[src/rtl/core/patb_pkg.sv]
package patb_pkg;

	localparam int ALARM_SLOTS_DEF = 8;
	localparam int DELAY_BITS_DEF  = 23;
	localparam int ID_W            = 8;
	localparam int DELAY_MS_W      = 23;
	localparam int RES_W           = 2;

	typedef enum logic [RES_W-1:0] {
		RES_EXPIRED    = 2'd0,
		RES_PROGRAMMED = 2'd1,
		RES_CANCELLED  = 2'd2,
		RES_FULL       = 2'd3
	} event_res_t;

	typedef enum logic [1:0] {
		SLOT_NOP,
		SLOT_SET,
		SLOT_CLR
	} slot_op_t;

	typedef struct packed {
		slot_op_t        op;
		logic            periodic;
		logic [ID_W-1:0] id;
	} slot_cmd_t;

	typedef struct packed {
		logic hit;
		logic room;
	} slot_srch_t;

	typedef struct packed {
		logic            active;
		logic            periodic;
		logic [ID_W-1:0] id;
	} slot_view_t;

	typedef enum logic [1:0] {
		ST_IDLE,
		ST_SCAN,
		ST_DRAIN,
		ST_FLUSH
	} patb_state_t;

endpackage

[src/rtl/core/patb_ram.sv]
module patb_ram #(
	parameter int DEPTH  = patb_pkg::ALARM_SLOTS_DEF,
	parameter int WIDTH  = 2 * patb_pkg::DELAY_BITS_DEF,
	parameter int ADDR_W = 3
) (
	input  logic              clk,
	input  logic              we,
	input  logic [ADDR_W-1:0] waddr,
	input  logic [WIDTH-1:0]  wdata,
	input  logic [ADDR_W-1:0] raddr,
	output logic [WIDTH-1:0]  rdata
);

	logic [WIDTH-1:0] mem [DEPTH];
	logic [WIDTH-1:0] rdata_q;

	always_ff @(posedge clk) begin
		if (we) begin
			mem[waddr] <= wdata;
		end
		rdata_q <= mem[raddr];
	end

	assign rdata = rdata_q;

endmodule

[src/rtl/core/patb_slots.sv]
module patb_slots #(
	parameter int ALARM_SLOTS = patb_pkg::ALARM_SLOTS_DEF,
	parameter int SLOT_W      = 3
) (
	input  logic                        clk,
	input  logic                        arst_n,
	input  logic [patb_pkg::ID_W-1:0]   id,
	output patb_pkg::slot_srch_t        srch,
	output logic [SLOT_W-1:0]           hit_idx,
	output logic [SLOT_W-1:0]           free_idx,
	input  logic [SLOT_W-1:0]           scan_idx,
	output patb_pkg::slot_view_t        view,
	input  patb_pkg::slot_cmd_t         cmd,
	input  logic [SLOT_W-1:0]           cmd_idx
);

	logic [ALARM_SLOTS-1:0]    active_q;
	logic [ALARM_SLOTS-1:0]    per_q;
	logic [patb_pkg::ID_W-1:0] id_q [ALARM_SLOTS];

	// The search runs from the top down so that the lowest matching slot wins.
	always_comb begin
		srch     = '0;
		hit_idx  = '0;
		free_idx = '0;
		for (int i = ALARM_SLOTS - 1; i >= 0; i--) begin
			if (active_q[i] && (id_q[i] == id)) begin
				srch.hit = 1'b1;
				hit_idx  = SLOT_W'(i);
			end
			if (!active_q[i]) begin
				srch.room = 1'b1;
				free_idx  = SLOT_W'(i);
			end
		end
	end

	always_comb begin
		view.active   = active_q[scan_idx];
		view.periodic = per_q[scan_idx];
		view.id       = id_q[scan_idx];
	end

	always_ff @(posedge clk or negedge arst_n) begin
		if (!arst_n) begin
			active_q <= '0;
			per_q    <= '0;
			for (int i = 0; i < ALARM_SLOTS; i++) begin
				id_q[i] <= '0;
			end
		end else begin
			unique case (cmd.op)
				patb_pkg::SLOT_SET: begin
					active_q[cmd_idx] <= 1'b1;
					per_q[cmd_idx]    <= cmd.periodic;
					id_q[cmd_idx]     <= cmd.id;
				end
				patb_pkg::SLOT_CLR: begin
					active_q[cmd_idx] <= 1'b0;
				end
				default: begin
				end
			endcase
		end
	end

endmodule

[src/rtl/core/periodic_alarm_timer_bank.sv]
// A program word (kind 0) is taken from idle, busy stays low, and its single
// result appears on the cycle after acceptance. A tick word (kind 1) raises busy
// for a scan in which the sequencer reads one slot per cycle from the count
// memory, decrements each active count and writes it back, so the slot count sets
// the tick time. Expiry words come in slot order, one per cycle at most, and
// last marks the final one; a tick with no expiry produces no word. Results are
// shown for one cycle on strobe and must be taken then, since the receiver
// cannot hold them off.
module periodic_alarm_timer_bank #(
	parameter int ALARM_SLOTS = patb_pkg::ALARM_SLOTS_DEF,
	parameter int DELAY_BITS  = patb_pkg::DELAY_BITS_DEF
) (
	input  logic                            clk,
	input  logic                            arst_n,
	input  logic                            start,
	output logic                            busy,
	input  logic                            kind,
	input  logic [patb_pkg::ID_W-1:0]       alarm_id,
	input  logic                            periodic,
	input  logic [patb_pkg::DELAY_MS_W-1:0] delay_ms,
	output logic                            strobe,
	output logic [patb_pkg::RES_W-1:0]      event_res,
	output logic [patb_pkg::ID_W-1:0]       event_id,
	output logic                            last
);

	localparam int SLOT_W = (ALARM_SLOTS > 1) ? $clog2(ALARM_SLOTS) : 1;
	localparam int LD_W   = (DELAY_BITS < patb_pkg::DELAY_MS_W) ? DELAY_BITS :
		patb_pkg::DELAY_MS_W;
	localparam int WORD_W = 2 * DELAY_BITS;

	patb_pkg::patb_state_t state_q, state_d;
	logic [SLOT_W-1:0]     idx_q, idx_d;
	logic                  vld_s1, vld_s1_d;
	logic [SLOT_W-1:0]     idx_s1;
	logic                  pend_vld_q, pend_vld_d;
	logic [patb_pkg::ID_W-1:0] pend_id_q, pend_id_d;

	logic                      strobe_q, strobe_d;
	patb_pkg::event_res_t      res_q, res_d;
	logic [patb_pkg::ID_W-1:0] id_out_q, id_out_d;
	logic                      last_q, last_d;

	patb_pkg::slot_srch_t srch;
	logic [SLOT_W-1:0]    hit_idx, free_idx, cmd_idx;
	patb_pkg::slot_view_t view;
	patb_pkg::slot_cmd_t  cmd;

	logic                  ram_we;
	logic [SLOT_W-1:0]     ram_waddr;
	logic [WORD_W-1:0]     ram_wdata, ram_rdata;
	logic [DELAY_BITS-1:0] delay_v, rd_rem, rd_reload, dec;

	assign delay_v   = DELAY_BITS'(delay_ms[LD_W-1:0]);
	assign rd_rem    = ram_rdata[DELAY_BITS-1:0];
	assign rd_reload = ram_rdata[WORD_W-1:DELAY_BITS];
	assign dec       = rd_rem - DELAY_BITS'(1);

	patb_slots #(
		.ALARM_SLOTS(ALARM_SLOTS),
		.SLOT_W     (SLOT_W)
	) u_slots (
		.clk     (clk),
		.arst_n  (arst_n),
		.id      (alarm_id),
		.srch    (srch),
		.hit_idx (hit_idx),
		.free_idx(free_idx),
		.scan_idx(idx_s1),
		.view    (view),
		.cmd     (cmd),
		.cmd_idx (cmd_idx)
	);

	patb_ram #(
		.DEPTH (ALARM_SLOTS),
		.WIDTH (WORD_W),
		.ADDR_W(SLOT_W)
	) u_ram (
		.clk  (clk),
		.we   (ram_we),
		.waddr(ram_waddr),
		.wdata(ram_wdata),
		.raddr(idx_q),
		.rdata(ram_rdata)
	);

	always_comb begin
		state_d     = state_q;
		idx_d       = idx_q;
		vld_s1_d    = 1'b0;
		pend_vld_d  = pend_vld_q;
		pend_id_d   = pend_id_q;
		strobe_d    = 1'b0;
		res_d       = res_q;
		id_out_d    = id_out_q;
		last_d      = last_q;
		cmd.op       = patb_pkg::SLOT_NOP;
		cmd.periodic = periodic;
		cmd.id       = alarm_id;
		cmd_idx     = idx_s1;
		ram_we      = 1'b0;
		ram_waddr   = idx_s1;
		ram_wdata   = {rd_reload, dec};

		unique case (state_q)
			patb_pkg::ST_IDLE: begin
				if (start && kind) begin
					state_d = patb_pkg::ST_SCAN;
					idx_d   = '0;
				end else if (start) begin
					strobe_d = 1'b1;
					id_out_d = alarm_id;
					last_d   = 1'b1;
					if (delay_v == '0) begin
						res_d = patb_pkg::RES_CANCELLED;
						if (srch.hit) begin
							cmd.op  = patb_pkg::SLOT_CLR;
							cmd_idx = hit_idx;
						end
					end else if (srch.hit || srch.room) begin
						res_d     = patb_pkg::RES_PROGRAMMED;
						cmd.op    = patb_pkg::SLOT_SET;
						cmd_idx   = srch.hit ? hit_idx : free_idx;
						ram_we    = 1'b1;
						ram_waddr = cmd_idx;
						ram_wdata = {delay_v, delay_v};
					end else begin
						res_d = patb_pkg::RES_FULL;
					end
				end
			end
			patb_pkg::ST_SCAN: begin
				vld_s1_d = 1'b1;
				if (idx_q == SLOT_W'(ALARM_SLOTS - 1)) begin
					state_d = patb_pkg::ST_DRAIN;
				end else begin
					idx_d = idx_q + SLOT_W'(1);
				end
			end
			patb_pkg::ST_DRAIN: begin
				state_d = patb_pkg::ST_FLUSH;
			end
			patb_pkg::ST_FLUSH: begin
				state_d = patb_pkg::ST_IDLE;
				if (pend_vld_q) begin
					strobe_d   = 1'b1;
					res_d      = patb_pkg::RES_EXPIRED;
					id_out_d   = pend_id_q;
					last_d     = 1'b1;
					pend_vld_d = 1'b0;
				end
			end
			default: begin
				state_d = patb_pkg::ST_IDLE;
			end
		endcase

		// One expiry is held back so that last can be set on the final one.
		if (vld_s1 && view.active) begin
			ram_we = 1'b1;
			if (dec == '0) begin
				if (view.periodic) begin
					ram_wdata = {rd_reload, rd_reload};
				end else begin
					cmd.op = patb_pkg::SLOT_CLR;
				end
				if (pend_vld_q) begin
					strobe_d = 1'b1;
					res_d    = patb_pkg::RES_EXPIRED;
					id_out_d = pend_id_q;
					last_d   = 1'b0;
				end
				pend_vld_d = 1'b1;
				pend_id_d  = view.id;
			end
		end
	end

	always_ff @(posedge clk or negedge arst_n) begin
		if (!arst_n) begin
			state_q    <= patb_pkg::ST_IDLE;
			idx_q      <= '0;
			vld_s1     <= 1'b0;
			idx_s1     <= '0;
			pend_vld_q <= 1'b0;
			strobe_q   <= 1'b0;
		end else begin
			state_q    <= state_d;
			idx_q      <= idx_d;
			vld_s1     <= vld_s1_d;
			idx_s1     <= idx_q;
			pend_vld_q <= pend_vld_d;
			strobe_q   <= strobe_d;
		end
	end

	always_ff @(posedge clk) begin
		pend_id_q <= pend_id_d;
		res_q     <= res_d;
		id_out_q  <= id_out_d;
		last_q    <= last_d;
	end

	assign busy      = (state_q != patb_pkg::ST_IDLE);
	assign strobe    = strobe_q;
	assign event_res = res_q;
	assign event_id  = id_out_q;
	assign last      = last_q;

	a_prog_one_result: assert property (@(posedge clk) disable iff (!arst_n)
		start && !busy && !kind |=> strobe && last)
		else $error("Program word did not give a single final result.");

	a_no_pend_idle: assert property (@(posedge clk) disable iff (!arst_n)
		state_q == patb_pkg::ST_IDLE |-> !pend_vld_q)
		else $error("Expiry still held back after the tick finished.");

	a_mid_scan: assert property (@(posedge clk) disable iff (!arst_n)
		strobe && !last |-> busy && event_res == patb_pkg::RES_EXPIRED)
		else $error("Non-final result outside a tick scan.");

	a_tick_busy: assert property (@(posedge clk) disable iff (!arst_n)
		start && !busy && kind |=> busy && !strobe)
		else $error("Tick word did not start a scan.");

endmodule
[config.mk]
export PLATFORM = sky130hd
export DESIGN_NAME = periodic_alarm_timer_bank
export DESIGN_NICKNAME = d
export VERILOG_FILES = /design/src/rtl/core/patb_pkg.sv /design/src/rtl/core/patb_ram.sv /design/src/rtl/core/patb_slots.sv /design/src/rtl/core/periodic_alarm_timer_bank.sv
export SDC_FILE = /design/constraint.sdc
export NUM_CORES = 1
export LEC_CHECK = 0
export ABC_AREA = 1
export BUFFER_PORTS_ARGS = -buffer_cell sky130_fd_sc_hd__buf_2
export CAP_MARGIN = 20
export CORE_ASPECT_RATIO = 1.5
export CORE_MARGIN = 10
export CORE_UTILIZATION = 25
export CTS_BUF_LIST = sky130_fd_sc_hd__clkbuf_16
export DETAILED_ROUTE_END_ITERATION = 10
export SYNTH_ARGS = -nofsm -noshare
export SYNTH_HDL_FRONTEND = slang
export SYNTH_SLANG_ARGS = --single-unit
[constraint.sdc]
create_clock -name clk -period 6.25 [get_ports clk]
set_input_delay 1.875 -clock clk [delete_from_list [all_inputs] [get_ports clk]]
set_output_delay 1.875 -clock clk [all_outputs]
set_load 0.05 [all_outputs]
==> reports/summary.txt <==
run status -> complete, no violations
Die W -> 273 µm
post-DR vias/cell -> 4.89
Routed WL per cell -> 19.0 µm
Residual DRC -> 0
R2R Path End -> u_slots.id_q[44]
vias in the first global route -> 17774
pre-CTS worst setup slack -> 839 ps
initial antenna violation count -> 1
top cell type's share of synthesized area -> 47.2%
row count -> 138
total number of vias -> 18335
slew margin rel. -> 24.4%
top area cells in the synthesized netlist -> edfxtp_1, dfrtp_1, nand2_1
Critical R2R Launch -> u_ram.rdata[1]
WS Path Type -> in2reg
maximum vdd drop -> 278 µV
area grow syn2layout -> 13.9%
worst skew pair latency -> 630 ps
Mapped Area -> 0.0239 mm²
Worst Path Required -> 6500 ps
#FFs+latches synth -> 524
syn_nets -> 2496
CTS Hold Buffers Added -> 0
Clock Skew -> 38.3 ps
Final Max Tran Viols -> 0
r2r setup slk -> 2010 ps
Global Route Usage Sum -> 12.7%
final worst-path cycle share -> 77.6%
Max FO, Critical Path -> 22
first-pass GRT wire length -> 109000 µm
initial core utilization -> 25.3%
final count of negative-setup-slack endpoints -> 0
Yosys warning count -> 0
Clock Root Buffer -> clkbuf_16
Pwr Total -> 13.4 mW
design area -> 0.0272 mm²
post-synth cell types -> 52
final std cells w/o fill -> 3751
area of placed instances -> 0.0254 mm²
Worst R2R Path Depth -> 22
I/O Pins -> 49
multi-input combinational cell area -> 0.00801 mm²
worst setup margin -> 1400 ps
placed cells -> 3650
MaxCap Viol Count -> 0
leakage power -> 10.1 nW
Hold Path Class -> reg2reg
antenna cells -> 0
antenna viol nets, final -> 0
area of the core -> 0.0946 mm²
RSZ-0062 raised after global routing -> no
Post-CTS Setup Repair Bufs -> 0
post-synthesis sequential area ratio -> 61.5%
crit path DAT -> 5100 ps
die area -> 0.109 mm²
post-synthesis cell count -> 2450
H-tree depth -> 2
post-cts sizing count -> 0
Pwr per Cell Area -> 494 mW/mm²
GP Congestion -> 0.924
layout net count -> 2492
setup_tns -> 0 ps
WL final -> 71200 µm
CTS max path bufs -> 3
worst-margin pin slew -> 1120 ps
Die Y-Extent -> 399 µm
Worst-path clk slew -> 60 ps
CTS buffer count -> 53
clk sinks -> 524
Critical Path Source Type -> input pin
storage element area -> 0.0147 mm²
area leader, netlist -> edfxtp_1
Hold Fails Final Rpt -> 0
crit end category -> flip-flop
Critical Path Start -> delay_ms[4]
HPWL Detailed -> 46000 µm
total congestion overflow -> 0
Syn Area/Cell -> 9.76 µm²
share of cells above drive strength 1 -> 10.3%
largest net degree at the start of global routing -> 84
clock period minus worst slack -> 4850 ps
CTS tree -> yes
length of the first detailed-routing pass in iterations -> 6
# fillers -> 9973
I/O Buffers -> 48
fmax -> 0.206 GHz
crit path to -> u_ram.mem[1][13]
DRT iter0 DRCs -> 1836
cells by family (layout without fill, tap and decap cells):
| logic type | after synthesis | after routing | synth area share, % |
|---|---|---|---|
| buf+inv | 287 | 328 | 5.38 |
| flops | 524 | 524 | 61.5 |
| fa+ha+maj | 10 | 10 | 0.523 |
| xor+xnor | 23 | 23 | 0.842 |
| simple gates | 1104 | 1104 | 20.2 |
| compound gates | 502 | 502 | 11.6 |
flip-flops by register name, summed over array words and instances (netlist names), named ones only:
name           cells
pend_vld_q         1
u_slots.per_q      8
event_id           8
u_ram.rdata       46
u_slots.id_q      64
strobe             1
u_ram.mem        368
event_res          2
last               1
idx_s1             3
pend_id_q          8
idx_q              3
vld_s1             1
state_q            2
metrics by stage:
stage	utilization, %	hold slack [ps]
6_report	28.8	443
5_1_grt	28.8	464
4_1_cts	28.8	450
2_1_floorplan	-	380
3_3_place_gp	26.9	426
3_5_place_dp	26.9	421
layout make-up:
| cell class | instances | share of cell area [%] |
|---|---|---|
| tap | 1260 | 5.79 |
| inverter | 130 | 1.84 |
| clock buffer | 53 | 4.87 |
| timing repair buffer | 98 | 2.43 |
| multi-input combinational | 1639 | 29.4 |
| sequential | 524 | 54.0 |
| clock inverter | 47 | 1.66 |
synthesized netlist by cell type (all sizes together):
master,instances
a22oi,1
a21boi,1
nor3,17
and3,2
clkbuf,95
a21oi,63
a31oi,56
a221oi,3
inv,126
ha,10
nand4,96
nor4,9
o31ai,1
nand2,454
buf,62
nor3b,2
dfrtp,91
o21ai,284
nor2,413
xor2,16
nand2b,1
xnor2,7
nand3,104
o22ai,67
nand3b,1
edfxtp,376
o211ai,23
clkinv,4
or2,5
o21a,3
dfxtp,57
per-layer routing:
layer  GRT usage [%]  vias up  wire [µm]
met5               0        -         13
met4            5.05        2       2420
met2            22.1      692      35300
li1                -     8535          -
met1            15.6     8950      29000
met3            1.90      156       4510
cell usage in the layout (no fill, tap or decap), types with 55 or more instances in the layout:
master,count
nand2_1,447
nor2_1,399
edfxtp_1,376
o21ai_0,260
inv_1,118
nand4_1,95
nand3_1,89
dfrtp_1,89
o22ai_1,67
a21oi_1,61
dfxtp_1,57
a31oi_1,55
worst max-delay path: stages:
cell	delay [ps]
buf_2	110
nor4_1	280
nand2_1	110
nor2_1	130
nand3_1	270
nand2_1	310
inv_1	110
o21ai_0	880
inv_1	340
nor3_4	280
buf_4	390
power by group:
| group | total [mW] | switching (mW) | internal, mW | leakage, nW |
|---|---|---|---|---|
| Combinational | 4.70 | 3.48 | 1.22 | 4.13 |
| Sequential | 5.49 | 0.543 | 4.95 | 5.07 |
| Clock | 3.25 | 1.40 | 1.85 | 0.912 |
worst min-delay path by stage:
stage / from / end / slack, ps / depth (start not counted)
after floorplan: idx_q[2] / idx_s1[2] / 380 / 0
after global placement: idx_q[2] / idx_s1[2] / 430 / 0
after detailed placement: idx_q[2] / idx_s1[2] / 420 / 0
after CTS: idx_q[2] / idx_s1[2] / 450 / 0
after global routing: idx_q[2] / idx_s1[2] / 460 / 0
final: idx_q[2] / idx_s1[2] / 440 / 0
Power figures use the tool's default switching activity.
